`config.mk`:
```
export PLATFORM = sky130hd
export DESIGN_NAME = node_location_table_top
export DESIGN_NICKNAME = d
export VERILOG_FILES = /design/src/hdl/nlt_pkg.sv /design/src/hdl/nlt_front.sv /design/src/hdl/nlt_back.sv /design/src/hdl/node_location_table_top.sv
export SDC_FILE = /design/constraint.sdc
export NUM_CORES = 2
export LEC_CHECK = 0
export BUFFER_PORTS_ARGS = -buffer_cell sky130_fd_sc_hd__buf_2
export CORE_MARGIN = 5
export CORE_UTILIZATION = 40
export CTS_CLUSTER_DIAMETER = 150
export CTS_CLUSTER_SIZE = 14
export DETAILED_ROUTE_END_ITERATION = 12
export GPL_ROUTABILITY_DRIVEN = 0
export PLACE_DENSITY = 0.63
export SYNTH_ARGS = -nofsm -noshare
export SYNTH_HDL_FRONTEND = slang
export SYNTH_HIERARCHICAL = 1
export SYNTH_SLANG_ARGS = --single-unit
```
`constraint.sdc`:
```
create_clock -name aclk -period 30.8 [get_ports aclk]
set_input_delay 6.16 -clock aclk [delete_from_list [all_inputs] [get_ports aclk]]
set_output_delay 6.16 -clock aclk [all_outputs]
set_load 0.01 [all_outputs]
```
`src/hdl/nlt_pkg.sv`:
```
// Package for the node location table: sizes, codes and the request type.
// No dependencies; used by every module of the block.
package nlt_pkg;

    localparam int ENTRIES = 16;
    localparam int IDX_W   = (ENTRIES > 1) ? $clog2(ENTRIES) : 1;
    localparam int CNT_W   = $clog2(ENTRIES + 1);

    localparam logic [1:0] OP_INSERT = 2'd0;
    localparam logic [1:0] OP_LOOKUP = 2'd1;
    localparam logic [1:0] OP_REMOVE = 2'd2;
    localparam logic [1:0] OP_SWEEP  = 2'd3;

    localparam logic [1:0] ST_OK    = 2'd0;
    localparam logic [1:0] ST_STALE = 2'd1;
    localparam logic [1:0] ST_MISS  = 2'd2;
    localparam logic [1:0] ST_FULL  = 2'd3;

    localparam int REQ_W = 210;
    localparam int RES_W = 199;

    typedef struct packed {
        logic [31:0] now;
        logic [31:0] heading;
        logic [31:0] velocity;
        logic [7:0]  seq_num;
        logic [7:0]  hop_count;
        logic [15:0] via_node;
        logic [31:0] pos_y;
        logic [31:0] pos_x;
        logic [15:0] node_id;
        logic [1:0]  opcode;
    } req_t;

    typedef struct packed {
        logic [4:0]  removed_count;
        logic [15:0] out_via;
        logic [31:0] out_stamp;
        logic [31:0] out_heading;
        logic [31:0] out_speed;
        logic [7:0]  out_seq;
        logic [7:0]  out_hops;
        logic [31:0] out_y;
        logic [31:0] out_x;
        logic [1:0]  status;
    } res_t;

endpackage

```
`src/hdl/nlt_front.sv`:
```
// Front end: takes request items into a two-entry queue.
// Depends on nlt_pkg.
module nlt_front (
    input  logic                 aclk,
    input  logic                 aresetn,
    input  logic                 in_valid,
    output logic                 in_ready,
    input  nlt_pkg::req_t        in_req,
    output logic                 q_valid,
    input  logic                 q_pop,
    output nlt_pkg::req_t        q_req
);
    nlt_pkg::req_t mem_reg [2];
    logic          wp_reg, rp_reg;
    logic [1:0]    cnt_reg;
    logic          push;

    assign in_ready = (cnt_reg != 2'd2);
    assign push     = in_valid && in_ready;
    assign q_valid  = (cnt_reg != 2'd0);
    assign q_req    = mem_reg[rp_reg];

    always_ff @(posedge aclk) begin
        if (push) begin
            mem_reg[wp_reg] <= in_req;
        end
        if (!aresetn) begin
            wp_reg  <= 1'b0;
            rp_reg  <= 1'b0;
            cnt_reg <= 2'd0;
        end else begin
            if (push) wp_reg <= ~wp_reg;
            if (q_pop) rp_reg <= ~rp_reg;
            cnt_reg <= cnt_reg + {1'b0, push} - {1'b0, q_pop};
        end
    end
endmodule

```
`src/hdl/nlt_back.sv`:
```
// Back end: scans the table one slot per cycle and executes one request.
// Depends on nlt_pkg.
module nlt_back (
    input  logic             aclk,
    input  logic             aresetn,
    input  logic [31:0]      age_limit,
    input  logic             q_valid,
    output logic             q_pop,
    input  nlt_pkg::req_t    q_req,
    output logic             res_valid,
    input  logic             res_ready,
    output nlt_pkg::res_t    res
);
    typedef enum logic [1:0] {S_IDLE, S_SCAN, S_EXEC, S_OUT} state_t;

    typedef struct packed {
        logic [15:0] key;
        logic [31:0] x;
        logic [31:0] y;
        logic [15:0] via;
        logic [7:0]  hops;
        logic [7:0]  seq;
        logic [31:0] speed;
        logic [31:0] heading;
        logic [31:0] stamp;
    } slot_t;

    slot_t                        mem [nlt_pkg::ENTRIES];
    logic [nlt_pkg::ENTRIES-1:0]  valid_reg;
    state_t                       state_reg;
    nlt_pkg::req_t                req_reg;
    logic [nlt_pkg::CNT_W-1:0]    idx_reg;
    logic                         hit_reg, free_reg;
    logic [nlt_pkg::IDX_W-1:0]    hit_idx_reg, free_idx_reg;
    logic [4:0]                   cnt_reg;
    nlt_pkg::res_t                res_reg;
    nlt_pkg::res_t                res_next;
    slot_t                        rd_reg;
    logic                         rd_valid_reg;
    logic [nlt_pkg::IDX_W-1:0]    rd_idx_reg;
    slot_t                        hit_slot_reg;
    slot_t                        wr_slot;
    logic [32:0]                  age_diff;
    logic                         aged;
    logic                         stale;

    assign res_valid = (state_reg == S_OUT);
    assign res       = res_reg;
    assign q_pop     = (state_reg == S_IDLE) && q_valid;

    assign age_diff = {1'b0, req_reg.now} - {1'b0, rd_reg.stamp};
    assign aged     = !age_diff[32] && (age_diff[31:0] > age_limit);

    // same position and not newer or not shorter: update refused
    assign stale = hit_slot_reg.x == req_reg.pos_x && hit_slot_reg.y == req_reg.pos_y
                   && (req_reg.seq_num <= hit_slot_reg.seq
                       || hit_slot_reg.hops <= req_reg.hop_count);

    always_comb begin
        wr_slot.key     = req_reg.node_id;
        wr_slot.x       = req_reg.pos_x;
        wr_slot.y       = req_reg.pos_y;
        wr_slot.via     = req_reg.via_node;
        wr_slot.hops    = req_reg.hop_count;
        wr_slot.seq     = req_reg.seq_num;
        wr_slot.speed   = req_reg.velocity;
        wr_slot.heading = req_reg.heading;
        wr_slot.stamp   = req_reg.now;
    end

    always_comb begin
        res_next        = '0;
        res_next.status = nlt_pkg::ST_OK;
        case (req_reg.opcode)
            nlt_pkg::OP_INSERT: begin
                if (hit_reg) begin
                    if (stale) res_next.status = nlt_pkg::ST_STALE;
                end else if (!free_reg) begin
                    res_next.status = nlt_pkg::ST_FULL;
                end
            end
            nlt_pkg::OP_LOOKUP: begin
                if (hit_reg) begin
                    res_next.out_x       = hit_slot_reg.x;
                    res_next.out_y       = hit_slot_reg.y;
                    res_next.out_hops    = hit_slot_reg.hops;
                    res_next.out_seq     = hit_slot_reg.seq;
                    res_next.out_speed   = hit_slot_reg.speed;
                    res_next.out_heading = hit_slot_reg.heading;
                    res_next.out_stamp   = hit_slot_reg.stamp;
                    res_next.out_via     = hit_slot_reg.via;
                end else begin
                    res_next.status = nlt_pkg::ST_MISS;
                end
            end
            nlt_pkg::OP_REMOVE: begin
                if (hit_reg) begin
                    res_next.removed_count = 5'd1;
                end else begin
                    res_next.status = nlt_pkg::ST_MISS;
                end
            end
            default: begin
                res_next.removed_count = cnt_reg;
            end
        endcase
    end

    // slot memory: registered read, taken in the cycle before the compare
    always_ff @(posedge aclk) begin
        if (state_reg == S_SCAN && idx_reg < nlt_pkg::CNT_W'(nlt_pkg::ENTRIES)) begin
            rd_reg <= mem[idx_reg[nlt_pkg::IDX_W-1:0]];
        end
        if (state_reg == S_EXEC && req_reg.opcode == nlt_pkg::OP_INSERT) begin
            if (hit_reg) begin
                if (!stale) begin
                    mem[hit_idx_reg] <= wr_slot;
                end
            end else if (free_reg) begin
                mem[free_idx_reg] <= wr_slot;
            end
        end
    end

    always_ff @(posedge aclk) begin
        if (!aresetn) begin
            state_reg    <= S_IDLE;
            valid_reg    <= '0;
            rd_valid_reg <= 1'b0;
        end else begin
            unique case (state_reg)
                S_IDLE: begin
                    if (q_valid) begin
                        req_reg      <= q_req;
                        idx_reg      <= '0;
                        hit_reg      <= 1'b0;
                        free_reg     <= 1'b0;
                        cnt_reg      <= '0;
                        rd_valid_reg <= 1'b0;
                        state_reg    <= S_SCAN;
                    end
                end
                S_SCAN: begin
                    rd_valid_reg <= (idx_reg < nlt_pkg::CNT_W'(nlt_pkg::ENTRIES));
                    rd_idx_reg   <= idx_reg[nlt_pkg::IDX_W-1:0];
                    idx_reg      <= idx_reg + 1'b1;
                    if (rd_valid_reg) begin
                        if (valid_reg[rd_idx_reg]) begin
                            if (req_reg.opcode == nlt_pkg::OP_SWEEP) begin
                                if (aged) begin
                                    valid_reg[rd_idx_reg] <= 1'b0;
                                    if (cnt_reg != 5'd31) cnt_reg <= cnt_reg + 5'd1;
                                end
                            end else if (!hit_reg && rd_reg.key == req_reg.node_id) begin
                                hit_reg      <= 1'b1;
                                hit_idx_reg  <= rd_idx_reg;
                                hit_slot_reg <= rd_reg;
                            end
                        end else if (!free_reg) begin
                            free_reg     <= 1'b1;
                            free_idx_reg <= rd_idx_reg;
                        end
                    end
                    if (idx_reg == nlt_pkg::CNT_W'(nlt_pkg::ENTRIES)) begin
                        state_reg <= S_EXEC;
                    end
                end
                S_EXEC: begin
                    res_reg <= res_next;
                    case (req_reg.opcode)
                        nlt_pkg::OP_INSERT: begin
                            if (!hit_reg && free_reg) begin
                                valid_reg[free_idx_reg] <= 1'b1;
                            end
                        end
                        nlt_pkg::OP_REMOVE: begin
                            if (hit_reg) begin
                                valid_reg[hit_idx_reg] <= 1'b0;
                            end
                        end
                        default: begin
                        end
                    endcase
                    state_reg <= S_OUT;
                end
                S_OUT: begin
                    if (res_ready) state_reg <= S_IDLE;
                end
                default: state_reg <= S_IDLE;
            endcase
        end
    end
endmodule

```
`src/hdl/node_location_table_top.sv`:
```
// Top level of the node location table: APB register, request queue and
// table engine. Depends on nlt_pkg, nlt_front and nlt_back.
//
// A keyed table of ENTRIES (16) node records. Each request item is one of
// insert/update, lookup, remove or age sweep, and yields exactly one result
// item. The engine walks the table one slot per cycle through a registered
// slot memory: it takes the item from the queue, scans every slot, executes
// the request and presents the result, and takes no new item until that
// result is taken. That slot scan sets the rate, and a stalled result stalls
// the engine. A two-entry queue in front takes new items while the engine
// works, and the result register holds its item until it is taken. The age
// limit register (index 0, byte address 0, reset 1500) must be written only
// while idle.
module node_location_table_top (
    input  logic          aclk,
    input  logic          aresetn,
    input  logic          psel,
    input  logic          penable,
    input  logic          pwrite,
    input  logic [1:0]    paddr,
    input  logic [31:0]   pwdata,
    output logic [31:0]   prdata,
    output logic          pready,
    input  logic          s_tvalid,
    output logic          s_tready,
    // opcode, node_id, pos_x, pos_y, via_node, hop_count, seq_num, velocity,
    // heading, now (from bit 0 up), zero padded to 216 bits
    input  logic [215:0]  s_tdata,
    output logic          m_tvalid,
    input  logic          m_tready,
    // status, out_x, out_y, out_hops, out_seq, out_speed, out_heading,
    // out_stamp, out_via, removed_count (from bit 0 up), zero padded
    output logic [199:0]  m_tdata
);
    logic [31:0]    age_limit_reg;
    logic           q_valid, q_pop;
    nlt_pkg::req_t  q_req;
    nlt_pkg::res_t  res;

    assign pready = 1'b1;
    assign prdata = (paddr == 2'd0) ? age_limit_reg : 32'd0;

    always_ff @(posedge aclk) begin
        if (!aresetn) begin
            age_limit_reg <= 32'd1500;
        end else if (psel && penable && pwrite && paddr == 2'd0) begin
            age_limit_reg <= pwdata;
        end
    end

    nlt_front u_front (
        .aclk     (aclk),
        .aresetn  (aresetn),
        .in_valid (s_tvalid),
        .in_ready (s_tready),
        .in_req   (s_tdata[nlt_pkg::REQ_W-1:0]),
        .q_valid  (q_valid),
        .q_pop    (q_pop),
        .q_req    (q_req)
    );

    nlt_back u_back (
        .aclk      (aclk),
        .aresetn   (aresetn),
        .age_limit (age_limit_reg),
        .q_valid   (q_valid),
        .q_pop     (q_pop),
        .q_req     (q_req),
        .res_valid (m_tvalid),
        .res_ready (m_tready),
        .res       (res)
    );

    assign m_tdata = {1'b0, res};
endmodule
```
# After elaboration in Yosys (flattened, before gate mapping)
# Memory sizes are Yosys's and may differ from the RTL's. A register that Yosys moved wholly into a read port is not among the register bits.
# Cells that the tools add are included.
# totals
mem_bits_rw,3748
in_bits,257
reg_bits,470
out_inout_bits,235
memories,2
# mem_list
name,depth,width,rd,rd_ports_with_merged_regs,wr,line_no,text
u_back.mem,16,208,1,1,1,nlt_back.sv:28,slot_t mem [nlt_pkg::ENTRIES];
u_front.mem_reg,2,210,1,1,1,nlt_front.sv:13,nlt_pkg::req_t mem_reg [2];
# classes
bitwise_logic,10
n_addsub,5
n_eq_ne,26
order_cmp,10
reduce_logical,40
n_mux,59
# op_table
op,count
208-bit 2-to-1 mux,1
208-bit OR reduction,1
16-bit 2-to-1 mux,6
32-bit == test,2
16-bit case mux with 2 select lines,2
32-bit by 32-bit subtractor with 33-bit output,1
16-bit bitwise AND,2
32-bit > comparator,1
32-bit 2-to-1 mux,1
16-bit inverter,2
5-bit 2-to-1 mux,6
5-bit case mux with 2 select lines,3
1-bit 2-to-1 mux,24
16-bit == test,1
8-bit <= comparator,2
"2-bit != test, second input constant",8
16-bit bitwise OR,1
8-bit AND reduction,2
1-bit logical AND,15
"4-bit by 5-bit < comparator with 1-bit output, second input constant",3
1-bit demux with 4-bit select,3
"4-bit by 1-bit >= comparator with 1-bit output, second input constant",3
2-bit 2-to-1 mux,6
"5-bit by 1-bit adder with 5-bit output, second input constant",2
26 further kinds,52

# Longest topological paths before layout
# logic_depth
depth_word,11
mapped_depth,24
depth_no_buf,22

# By module
# Netlist, hierarchy kept.
# by_module_without_submodules
module,instances,cells_each,area_each_um2
nlt_back,1,6485,156560.2
nlt_front,1,681,15497.4
node_location_table_top,1,183,1539.0

# Worst setup path before layout
# Ideal clock, no wire load.
# synth_path
path_type,input to register
startpoint,input port aresetn
endpoint,"register u_back/hit_idx_reg[0] (netlist bit), enable pin"
cell_stages,2
setup_slack_ps,15669
t_arrival_ps,14375
setup_time_ps,756
path_cell_list,nand2_1 > nor2_1
# synth_via
elab_chain_cells,1
# synth_lines
item,line_no,text
"start, declared",node_location_table_top.sv:16,"input logic aresetn,"
6-bit AND reduction (no line),-,
"end signal, assigned",nlt_back.sv:156,hit_idx_reg <= rd_idx_reg;
"end, declared",nlt_back.sv:34,"logic [nlt_pkg::IDX_W-1:0] hit_idx_reg, free_idx_reg;"
# No other way between the ends.
# A chain may end at the register's enable or synchronous reset.

# Worst setup path after layout
# layout_path
startpoint,input port paddr[1]
endpoint,output port prdata[16]
# layout_via
elab_chain_cells,2
# layout_lines
item,line_no,text
"start, declared",node_location_table_top.sv:20,"input logic [1:0] paddr,"
2-bit zero test,node_location_table_top.sv:41,assign prdata = (paddr == 2'd0) ? age_limit_reg : 32'd0;
32-bit 2-to-1 mux,node_location_table_top.sv:41,
"end, declared",node_location_table_top.sv:22,"output logic [31:0] prdata,"
# No other way between the ends.

==> impl_metrics.yaml <==
status:
  outcome: "completed"
floorplan:
  die_y_um: 669
  die_x_um: 669
  core.rowCount: 242
  core_um2: 434000
  num_io_pins: 492
  start_util: 0.400
  dieArea_um2: 447000
worst_setup_path:
  crit_path_cell_trace: "buf_2 > nor2_4 > and2_1 > buf_2"
  path_max_fanout: 33
  cpPeakStageDelay_ns: 0.48
  path_class: "in2out"
  cp_data_required_time_ns: 24.64
  critPathSlowestCell: "nor2_4"
  critPathLaunchType: "input pin"
  cpMostUsedCell: "buf_2"
  worstPathArrival_ns: 7.17
  endpoint_kind: "output pin"
power:
  power.density_nw_per_um2: 78.4
  ir_drop_uv: 60.2
  p_leak_nw: 60.7
timing:
  fin_ws_ns: 17.47
  period_share: 0.433
  finalCriticalPeriod_ns: 13.33
  hold_viol: 0
  setup_viol_count_final: 0
  slew_headroom: 0.134
  fmax_mhz: 75.0
  drv_slew: 0
  tightest_slew_ns: 1.29
  tns_ns: 0
  fin_skew_ns: 0.0795
  rsz0062_at_grt: "false"
clocking:
  worstSkewPairLatency_ns: 0.97
  cts_tree: "yes"
  htreeDepth: 5
  clkTransAtPathRegs_ns: 0.06
  cts_setup_buffers: 0
  cts_resized: 0
  holdBufCountCts: 0
  clockBufferDepth: 4
  cts_root_buffer: "clkbuf_16"
  cts_made_buffers: 369
  cts.sinks: 4637
global_routing:
  grt_pass1_vias: 80900
  grt.total_usage: 0.180
  grt_max_degree: 143
  grt.overflow.total: 0
  grt_pass1_wl_mm: 588
  antenna_found_initial: 60
synthesis:
  synth_top_family_by_area: "multiplexers"
  synthAdderAreaFrac: 0.00689
  synth_area_leaders: "edfxtp_1, mux4_2, mux2_2"
  mappedNetlistArea_um2: 174000
  yosysUniqueCellTypes: 71
  asyncSetResetFlopFracSynth: 0
  synthSimpleGateAreaFrac: 0.0172
  avgSynthCellArea_um2: 23.6
  ys_warn_count: 6
  ys.flop_type: "edfxtp_1"
  syn_nets: 7701
  synth_cells: 7349
  synthMuxAreaShare: 0.151
  synth_edf_count: 4581
  synth_xor_area_frac: 0.00585
  yosysTopAreaCellShare: 0.792
  synth_seq_cells: 4637
  synth_compound_area_frac: 0.00905
  ys_seq_area_frac: 0.799
  synth_top_cell_by_area: "edfxtp_1"
hold_path:
  hp-class: "reg2reg"
layout:
  utilization: 0.446
  drive_above_1_share: 0.290
  largest_reg_flops: 3328
  fin_nets: 8378
  fillers: 35900
  syn2layout_area_growth_pct: 11.3
run:
  max_cap_violations: 0
routing:
  wl_mm: 411
  wire_per_inst_um: 29.7
  first_pass_iters: 5
  ant_nets: 0
  drt_iter0_markers: 8594
  drcViolationCount: 0
  num_vias: 77500
  viasPerCell: 5.59
placed_design:
  dp_slack_ns: 17.51
  portBuffers: 483
  dp.final_hpwl_mm: 221
[path summary, 6_finish.rpt]
check                                    start                                 end  slack [ns]  cells after the start
hold reg to reg   u_back/rd_reg[185]$_DFFE_PP_  u_back/hit_slot_reg[185]$_DFFE_PP_        0.41                      0
hold / removal    u_back/rd_reg[185]$_DFFE_PP_  u_back/hit_slot_reg[185]$_DFFE_PP_        0.41                      0
setup reg to reg  u_back/req_reg[99]$_DFFE_PP_       u_back/mem[11][114]$_DFFE_PP_       23.68                     14
setup / recovery                      paddr[1]                          prdata[16]       17.47                      4
[critical path: cells and delay by family]
| kind | cells | cell delay (ns) |
|---|---|---|
| buffers and inverters | 2 | 0.30 |
| and+or+nand+nor | 2 | 0.70 |
[cell usage after synthesis (5+ instances only)]
| library cell | number |
|---|---|
| nand2_1 | 92 |
| mux4_2 | 1042 |
| nand2b_1 | 11 |
| xnor2_1 | 51 |
| nand3_1 | 37 |
| buf_1 | 58 |
| nor3_1 | 32 |
| inv_1 | 114 |
| clkbuf_1 | 220 |
| o21ai_0 | 23 |
| o21bai_1 | 5 |
| o22ai_1 | 13 |
| ha_1 | 94 |
| buf_2 | 25 |
| a21boi_0 | 11 |
| nand4_1 | 17 |
| o21a_1 | 8 |
| and2_1 | 37 |
| a21o_1 | 18 |
| o211ai_1 | 12 |
| edfxtp_1 | 4581 |
| buf_6 | 30 |
| a31oi_1 | 25 |
| mux2_2 | 210 |
| mux2i_1 | 28 |
| a211oi_2 | 12 |
| dfxtp_1 | 56 |
| nand3b_1 | 7 |
| nor2b_1 | 14 |
| a211oi_1 | 11 |
| nor2_1 | 53 |
| a21oi_1 | 59 |
| xor2_1 | 65 |
| and3_1 | 202 |
| nor4_1 | 20 |
[where the power goes]
| group | total [mW] | internal [mW] | leakage [nW] | switching (mW) |
|---|---|---|---|---|
| sequential | 8.02 | 7.65 | 41.9 | 0.378 |
| clock | 4.27 | 2.16 | 4.84 | 2.10 |
| combinational | 2.87 | 1.36 | 14.0 | 1.51 |
| total | 15.2 | 11.2 | 60.7 | 3.99 |
[cell families (layout without fill, tap and decap cells)]
family	after synthesis	after routing
compound gates	224	224
xor+xnor	116	116
fa+ha+maj	95	95
buf+inv	453	1189
flops	4637	4637
mux	1282	1282
other cells	2	31
simple gates	540	540
[layer usage]
metal / GRT usage / routed length, um / vias up
met5: 0 / 392 / -
met3: 0.0264 / 24700 / 613
met2: 0.318 / 215000 / 2670
met1: 0.236 / 161000 / 42100
li1: - / - / 32000
met4: 0.0448 / 10400 / 58
[cell type report]
cell class	instances	area, um2	share of cell area
Timing Repair Buffer	643	3810	0.0197
Tap cell	5734	7170	0.0371
Clock inverter	28	582	0.00301
Inverter	116	443	0.00229
Antenna cell	29	72.6	0.000376
Multi-Input combinational cell	2259	33100	0.171
Sequential cell	4637	139000	0.718
Clock buffer	402	9380	0.0485
[per-stage QoR]
stage | area, um2 | power [mW] | instances | hold slack, ns
floorplan | 174000 | 10.2 | 7349 | 0.400
global placement | 183000 | 11.0 | 13400 | 0.401
detailed placement | 183000 | 11.1 | 13400 | 0.405
CTS | 193000 | 15.3 | 13800 | 0.405
global route | 193000 | 15.8 | 13800 | 0.411
finish | 193000 | 15.2 | 13800 | 0.406
[placed cells by master (no fill, tap or decap), drive strengths merged, types with 17 or more instances in the layout]
cell type  Yosys  routed
a31oi         25      25
clkbuf       220     402
a21o          18      18
xor2          65      65
ha            94      94
buf          117     643
and3         204     204
mux2i         28      28
inv          114     122
nand4         17      17
nor3          32      32
mux2         210     210
diode          0      29
nand3         37      37
nor2          54      54
clkinv         2      22
o21ai         25      25
nor4          20      20
and2          40      40
xnor2         51      51
mux4        1044    1044
nand2         92      92
edfxtp      4581    4581
dfxtp         56      56
a21oi         60      60
a211oi        23      23
Note: power is estimated with default switching activity, not from simulation.
